==> config.mk <==
export PLATFORM = sky130hd
export DESIGN_NAME = reflash_word_encoder
export DESIGN_NICKNAME = d
export VERILOG_FILES = /design/src/rwe_pkg.sv /design/src/rwe_front.sv /design/src/rwe_queue.sv /design/src/rwe_back.sv /design/src/reflash_word_encoder.sv
export SDC_FILE = /design/constraint.sdc
export NUM_CORES = 1
export LEC_CHECK = 0
export ABC_AREA = 1
export BUFFER_PORTS_ARGS = -buffer_cell sky130_fd_sc_hd__clkbuf_2
export CAP_MARGIN = 5
export CORE_UTILIZATION = 33
export CTS_BUF_LIST = sky130_fd_sc_hd__clkbuf_8
export DETAILED_ROUTE_END_ITERATION = 8
export GPL_TIMING_DRIVEN = 0
export PLACE_DENSITY = 0.44
export SLEW_MARGIN = 5
export SYNTH_ARGS = -nofsm -noshare
export SYNTH_HDL_FRONTEND = slang
export SYNTH_SLANG_ARGS = --single-unit
==> constraint.sdc <==
create_clock -name clk_i -period 6.6 [get_ports clk_i]
set_clock_uncertainty 0.05 [all_clocks]
set_input_delay 0 -clock clk_i [delete_from_list [all_inputs] [get_ports clk_i]]
set_output_delay 0 -clock clk_i [all_outputs]
set_load 0.02 [all_outputs]
==> src/rwe_pkg.sv <==
// shared constants, types and functions for the reflash word encoder
// no dependencies
`timescale 1ns / 1ps

package rwe_pkg;

  localparam int unsigned CountW     = 25;
  localparam int unsigned WordW      = 16;
  localparam int unsigned CodeW      = 19;
  localparam int unsigned KeyBase    = 9744;
  localparam int unsigned CodeMod    = 380951;
  localparam int unsigned CodeInv    = 62135;
  localparam int unsigned QueueDepth = 2;

  localparam logic [17:0] BitW [16] = '{
    18'h00007, 18'h0000F, 18'h00017, 18'h0002F,
    18'h0005D, 18'h000BA, 18'h00174, 18'h002E8,
    18'h005D0, 18'h00BA0, 18'h01740, 18'h02E80,
    18'h05D00, 18'h0BA00, 18'h17401, 18'h2E801
  };

  typedef struct packed {
    logic full;
    logic empty;
  } q_stat_t;

  // bit weight already multiplied by the inverse of the code multiplier
  function automatic logic [CodeW-1:0] code_weight(input int idx);
    logic [63:0] prod;
    prod = 64'(BitW[idx]) * 64'(CodeInv);
    return CodeW'(prod % 64'(CodeMod));
  endfunction

  function automatic logic [CodeW-1:0] mod_add(input logic [CodeW-1:0] a,
                                               input logic [CodeW-1:0] b);
    logic [CodeW:0] s;
    s = {1'b0, a} + {1'b0, b};
    if (s >= (CodeW+1)'(CodeMod)) begin
      return CodeW'(s - (CodeW+1)'(CodeMod));
    end
    return s[CodeW-1:0];
  endfunction

endpackage

==> src/rwe_front.sv <==
// front end: count register, key derivation and word mixing
// depends on rwe_pkg
`timescale 1ns / 1ps

module rwe_front import rwe_pkg::*; (
  input  logic              clk_i,
  input  logic              rst_ni,
  input  logic              cfg_we_i,
  input  logic [CountW-1:0] cfg_total_count_i,
  input  logic              in_valid_i,
  output logic              in_stall_o,
  input  logic [7:0]        first_byte_i,
  input  logic [7:0]        second_byte_i,
  input  q_stat_t           q_stat_i,
  output logic              push_o,
  output logic [WordW-1:0]  push_data_o
);

  logic [CountW-1:0] total_count_q;
  logic [9:0]        byte_sum;
  logic [WordW-1:0]  key;

  always_ff @(posedge clk_i or negedge rst_ni) begin
    if (!rst_ni) begin
      total_count_q <= '0;
    end else if (cfg_we_i) begin
      total_count_q <= cfg_total_count_i;
    end
  end

  assign byte_sum = 10'(total_count_q[7:0]) + 10'(total_count_q[15:8])
                  + 10'(total_count_q[23:16]) + 10'(total_count_q[24]);
  assign key = ~(WordW'(KeyBase) + WordW'(byte_sum));

  assign in_stall_o  = q_stat_i.full;
  assign push_o      = in_valid_i && !q_stat_i.full;
  assign push_data_o = {second_byte_i, first_byte_i} + key;

endmodule

==> src/rwe_queue.sv <==
// short queue of mixed words between front and back
// depends on rwe_pkg
`timescale 1ns / 1ps

module rwe_queue import rwe_pkg::*; #(
  parameter int unsigned Depth = QueueDepth
) (
  input  logic             clk_i,
  input  logic             rst_ni,
  input  logic             push_i,
  input  logic [WordW-1:0] push_data_i,
  input  logic             pop_i,
  output logic [WordW-1:0] head_data_o,
  output q_stat_t          stat_o
);

  localparam int unsigned IdxW = $clog2(Depth);
  localparam int unsigned CntW = $clog2(Depth + 1);

  logic [WordW-1:0] mem_q [Depth];
  logic [IdxW-1:0]  wr_ptr_q, wr_ptr_d, rd_ptr_q, rd_ptr_d;
  logic [CntW-1:0]  count_q, count_d;

  always_comb begin
    wr_ptr_d = wr_ptr_q;
    rd_ptr_d = rd_ptr_q;
    count_d  = count_q;
    if (push_i) begin
      wr_ptr_d = (wr_ptr_q == IdxW'(Depth - 1)) ? '0 : wr_ptr_q + 1'b1;
    end
    if (pop_i) begin
      rd_ptr_d = (rd_ptr_q == IdxW'(Depth - 1)) ? '0 : rd_ptr_q + 1'b1;
    end
    if (push_i && !pop_i) begin
      count_d = count_q + 1'b1;
    end else if (pop_i && !push_i) begin
      count_d = count_q - 1'b1;
    end
  end

  always_ff @(posedge clk_i or negedge rst_ni) begin
    if (!rst_ni) begin
      wr_ptr_q <= '0;
      rd_ptr_q <= '0;
      count_q  <= '0;
    end else begin
      wr_ptr_q <= wr_ptr_d;
      rd_ptr_q <= rd_ptr_d;
      count_q  <= count_d;
    end
  end

  always_ff @(posedge clk_i) begin
    if (push_i) begin
      mem_q[wr_ptr_q] <= push_data_i;
    end
  end

  assign head_data_o  = mem_q[rd_ptr_q];
  assign stat_o.full  = (count_q == CntW'(Depth));
  assign stat_o.empty = (count_q == '0);

endmodule

==> src/rwe_back.sv <==
// back end: weighted modular sum tree and output register
// depends on rwe_pkg
`timescale 1ns / 1ps

module rwe_back import rwe_pkg::*; (
  input  logic             clk_i,
  input  logic             rst_ni,
  input  q_stat_t          q_stat_i,
  input  logic [WordW-1:0] head_data_i,
  output logic             pop_o,
  output logic             out_valid_o,
  input  logic             out_stall_i,
  output logic [CodeW-1:0] code_o
);

  logic [CodeW-1:0] sel [16];
  logic [CodeW-1:0] lvl1_q [8], lvl1_d [8];
  logic [CodeW-1:0] lvl2_q [4], lvl2_d [4];
  logic [CodeW-1:0] lvl3_q [2], lvl3_d [2];
  logic [CodeW-1:0] code_q, code_d;
  logic             v1_q, v2_q, v3_q, vo_q;
  logic             rdy1, rdy2, rdy3, rdy_out;

  for (genvar gi = 0; gi < 16; gi++) begin : g_sel
    localparam logic [CodeW-1:0] Weight = code_weight(gi);
    assign sel[gi] = head_data_i[gi] ? Weight : '0;
  end

  always_comb begin
    for (int i = 0; i < 8; i++) begin
      lvl1_d[i] = mod_add(sel[2*i], sel[2*i+1]);
    end
    for (int i = 0; i < 4; i++) begin
      lvl2_d[i] = mod_add(lvl1_q[2*i], lvl1_q[2*i+1]);
    end
    for (int i = 0; i < 2; i++) begin
      lvl3_d[i] = mod_add(lvl2_q[2*i], lvl2_q[2*i+1]);
    end
    code_d = mod_add(lvl3_q[0], lvl3_q[1]);
  end

  assign rdy_out = !vo_q || !out_stall_i;
  assign rdy3    = !v3_q || rdy_out;
  assign rdy2    = !v2_q || rdy3;
  assign rdy1    = !v1_q || rdy2;
  assign pop_o   = !q_stat_i.empty && rdy1;

  always_ff @(posedge clk_i or negedge rst_ni) begin
    if (!rst_ni) begin
      v1_q <= 1'b0;
      v2_q <= 1'b0;
      v3_q <= 1'b0;
      vo_q <= 1'b0;
    end else begin
      if (rdy1) begin
        v1_q <= pop_o;
      end
      if (rdy2) begin
        v2_q <= v1_q;
      end
      if (rdy3) begin
        v3_q <= v2_q;
      end
      if (rdy_out) begin
        vo_q <= v3_q;
      end
    end
  end

  always_ff @(posedge clk_i) begin
    if (pop_o) begin
      lvl1_q <= lvl1_d;
    end
    if (rdy2 && v1_q) begin
      lvl2_q <= lvl2_d;
    end
    if (rdy3 && v2_q) begin
      lvl3_q <= lvl3_d;
    end
    if (rdy_out && v3_q) begin
      code_q <= code_d;
    end
  end

  assign out_valid_o = vo_q;
  assign code_o      = code_q;

endmodule

==> src/reflash_word_encoder.sv <==
// top level of the reflash word encoder: front end, queue and back end
// depends on rwe_pkg, rwe_front, rwe_queue, rwe_back
//
//   channel  direction  handshake                   payload
//   cfg      in         cfg_we_i                    cfg_total_count_i[24:0]
//   in       in         in_valid_i / in_stall_o     first_byte_i, second_byte_i
//   out      out        out_valid_o / out_stall_i   code_low_o, code_mid_o, code_high_o
//
// one transaction per cycle sustained while the output is not stalled; an accepted input
// passes the queue write, three registered modular adder levels and the output register
// reset clears the count register, queue pointers and all stage valid bits
// an output stall freezes the stages behind it; bubbles collapse, the queue
// absorbs the rest and then stalls the input
`timescale 1ns / 1ps

module reflash_word_encoder import rwe_pkg::*; #(
  parameter int unsigned QDepth = QueueDepth
) (
  input  logic              clk_i,
  input  logic              rst_ni,
  input  logic              cfg_we_i,
  input  logic [CountW-1:0] cfg_total_count_i,
  input  logic              in_valid_i,
  output logic              in_stall_o,
  input  logic [7:0]        first_byte_i,
  input  logic [7:0]        second_byte_i,
  output logic              out_valid_o,
  input  logic              out_stall_i,
  output logic [7:0]        code_low_o,
  output logic [7:0]        code_mid_o,
  output logic [2:0]        code_high_o
);

  q_stat_t          q_stat;
  logic             push, pop;
  logic [WordW-1:0] push_data, head_data;
  logic [CodeW-1:0] code;

  rwe_front u_front (
    .clk_i             (clk_i),
    .rst_ni            (rst_ni),
    .cfg_we_i          (cfg_we_i),
    .cfg_total_count_i (cfg_total_count_i),
    .in_valid_i        (in_valid_i),
    .in_stall_o        (in_stall_o),
    .first_byte_i      (first_byte_i),
    .second_byte_i     (second_byte_i),
    .q_stat_i          (q_stat),
    .push_o            (push),
    .push_data_o       (push_data)
  );

  rwe_queue #(
    .Depth (QDepth)
  ) u_queue (
    .clk_i       (clk_i),
    .rst_ni      (rst_ni),
    .push_i      (push),
    .push_data_i (push_data),
    .pop_i       (pop),
    .head_data_o (head_data),
    .stat_o      (q_stat)
  );

  rwe_back u_back (
    .clk_i       (clk_i),
    .rst_ni      (rst_ni),
    .q_stat_i    (q_stat),
    .head_data_i (head_data),
    .pop_o       (pop),
    .out_valid_o (out_valid_o),
    .out_stall_i (out_stall_i),
    .code_o      (code)
  );

  assign code_low_o  = code[7:0];
  assign code_mid_o  = code[15:8];
  assign code_high_o = code[18:16];

  a_code_in_range : assert property (@(posedge clk_i) disable iff (!rst_ni)
    out_valid_o |-> ({code_high_o, code_mid_o, code_low_o} < CodeW'(CodeMod)))
    else $error("encoded value out of range");

  a_accept_fills_queue : assert property (@(posedge clk_i) disable iff (!rst_ni)
    (in_valid_i && !in_stall_o) |=> !q_stat.empty)
    else $error("accepted transaction missing from queue");

  a_no_pop_when_empty : assert property (@(posedge clk_i) disable iff (!rst_ni)
    q_stat.empty |-> !pop)
    else $error("pop from empty queue");

endmodule

==> results_dict.tcl <==
set metrics [dict create \
    status "finished, final reports clean" \
    io_pins 67 \
    required_ns 6.90 \
    crit_path_start "u_front.total_count_q[0]$_DFFE_PN0P_" \
    syn2layout_area_growth_pct 14.05 \
    die_y_microns 270.3 \
    grt_pass1_wl_mm 101.3 \
    instances_no_fill 4488 \
    max_cap_violations 0 \
    via_per_inst 4.653 \
    netlist.area_leader.share 0.2921 \
    dp_hpwl_mm 50.55 \
    core_area_sq_um 70640 \
    htreeDepth 2 \
    synth_seq_cells 264 \
    synth_nets 3561 \
    io_buffers 65 \
    die_x_microns 270.3 \
    cts_buffers 50 \
    multi_input_area_sq_um 13860 \
    cts_sinks 264 \
    slew_headroom 0.3506 \
    drive_gt1_frac 0.1068 \
    synth_area_leader_cell "edfxtp_1" \
    cp-start-kind "flop" \
    path_max_fanout 4 \
    seq_area_sq_um 7762 \
    die_area_sq_um 73040 \
    grt_max_degree 35 \
    vias 20880 \
    crit_type "reg -> reg" \
    remaining_drc_errors 0 \
    drt_pass1_iterations 6 \
    final_hold_viol_count 0 \
    synth.area.top_cells "edfxtp_1, nand2_1, ha_1" \
    hp-class "in -> async" \
    postRouteAntennaNets 0 \
    fmax_mhz 187.4 \
    clock_path_buffers 3 \
    drt_iter0_markers 1066 \
    wire_per_inst_microns 13.58 \
    final_nets 3752 \
    preCtsSetupSlack_ns 1.569 \
    rows 97 \
    critPathArrivalTime_ns 5.63 \
    synthFlopType "edfxtp_1" \
    start_util 0.3362 \
    fin_crit_ns 5.336 \
    antenna_found_initial 0 \
    cp-end-kind "flop" \
    synth-edff-count 231 \
    synthDistinctLibCells 49 \
    min_period_over_period 0.8085 \
    clkTransAtPathRegs_ns 0.06 \
    fill_cells 7559 \
    post_cts.repair.setup_buffers 0 \
    fin_ws_ns 1.264 \
    ys_seq_area_frac 0.3269 \
    async_flop_share 0.1250 \
    cts_tree "done" \
    setup_viol 0 \
    finalWirelength_mm 60.93 \
    final-max-slew-violation-count 0 \
    clock_latency_ns 0.60 \
    r2r_start "u_front.total_count_q[0]$_DFFE_PN0P_" \
    synth.most_common_cell "nand2_1" \
    cts_root_buffer "clkbuf_8" \
    overflow 0 \
    place.gp.congestion 0.8821 \
    antennaDiodeCount 0 \
    grt_pass1_vias 20520 \
    synth_common_cells "nand2_1, inv_1, nand3_1" \
    synthCells 3319 \
    synth-warning-count 0 \
    synth_area_sq_um 23750 \
    tightestPinTransition_ns 0.9740 \
    dpl.cell_count 4330 \
    postSynthAreaPerCell_sq_um 7.155 \
    grt_use_total 0.1675 \
    grt_setup_unrepaired "no" \
]
[placed cells by master (no fill, tap or decap), drive strengths merged, types with 5 or more instances in the layout]
cell,count
inv,509
nor3,32
dfrtp,33
fa,9
ha,187
or2,14
dlygate4sd3,68
clkbuf,127
mux2,21
xor2,77
bufinv,5
edfxtp,231
and2,11
xnor2,39
nand3,312
buf,29
clkinv,22
nor2,219
o21ai,140
nand4,39
a21o,8
nand3b,37
a21oi,121
o21bai,7
nand2,1229
[flip-flops by register name, indices dropped and copies added (netlist names)]
signal                 count
u_back.lvl3_q             38
u_queue.mem_q             32
u_queue.wr_ptr_q           1
u_back.v1_q                1
u_back.code_o             19
u_queue.count_q            2
u_back.lvl1_q             66
u_back.v3_q                1
u_back.out_valid_o         1
u_front.total_count_q     25
u_back.v2_q                1
u_queue.rd_ptr_q           1
u_back.lvl2_q             76
[through the flow]
step                      setup TNS, ns  hold slack (ns)  utilization  area (sq um)
after global routing                  0          0.09808       0.3834         27080
after detailed placement              0           0.1480       0.3596         25400
after floorplan                       0          -0.3456            -         23750
final                                 0          0.03634       0.3834         27080
after CTS                             0         0.007747       0.3834         27080
after global placement           -2.073           0.1363       0.3574         25250
[worst paths after layout]
path,endpoint,depth (start not counted),slack (ns)
setup / recovery,u_queue.mem_q[0][15]$_DFFE_PP_,24,1.26
setup reg to reg,u_queue.mem_q[0][15]$_DFFE_PP_,24,1.26
min in group clk_i,u_front.total_count_q[1]$_DFFE_PN0P_,4,0.11
hold / removal,u_front.total_count_q[5]$_DFFE_PN0P_,2,0.04
hold reg to reg,u_back.v3_q$_DFFE_PN0P_,2,0.43
max in group asynchronous,u_front.total_count_q[20]$_DFFE_PN0P_,2,5.85
[final cells by class]
type                            count  area share
Inverter                          500     0.06930
Tap cell                          940     0.04343
Clock buffer                       51     0.02592
Clock inverter                     39     0.01100
Timing Repair Buffer              139     0.04181
Buffer                             34     0.01016
Sequential cell                   264      0.2866
Multi-Input combinational cell   2521      0.5118
[repair_timing]
action	4_1_cts	5_1_grt
gates resized for setup	0	0
hold buffers	68	0
hold endpoints to repair	141	0
[worst max-delay path, stage by stage, from the launching register on]
cell and delay [ns]:
dfrtp_1 0.35, ha_1 0.18, inv_1 0.06, fa_1 0.39
o21ai_0 0.38, a21oi_1 0.12, o21ai_0 0.21, xnor2_1 0.21
inv_1 0.08, ha_1 0.35, nand2_1 0.08, o21ai_0 0.19
a21oi_1 0.08, xnor2_1 0.26, nor2_1 0.08, a21oi_1 0.23
inv_1 0.07, ha_1 0.35, nand2_1 0.08, nor3_1 0.20
nand4_1 0.12, nand3_1 0.14, a21oi_1 0.10, xor2_1 0.14
dlygate4sd3_1 0.56
[routing by layer]
metal  track usage  part of all wire  vias up
li1              -                 -    11110
met1        0.2168              0.48     9448
met2        0.2953              0.48      252
met3       0.02089             0.030       71
met4       0.03776             0.018        0
met5             0                 0        -
[cells by family (layout without fill, tap and decap cells)]
family	Yosys count	count (layout)	synth area share
compound gates	289	289	0.06760
xor+xnor	116	116	0.04436
fa+ha+maj	196	196	0.1061
buf+inv	534	763	0.09063
flops	264	264	0.3269
mux	21	21	0.009959
simple gates	1899	1899	0.3544
Power is left out: the tool's default activity adds up to more than one toggle a clock period on the data nets, which glitch-free logic cannot reach.
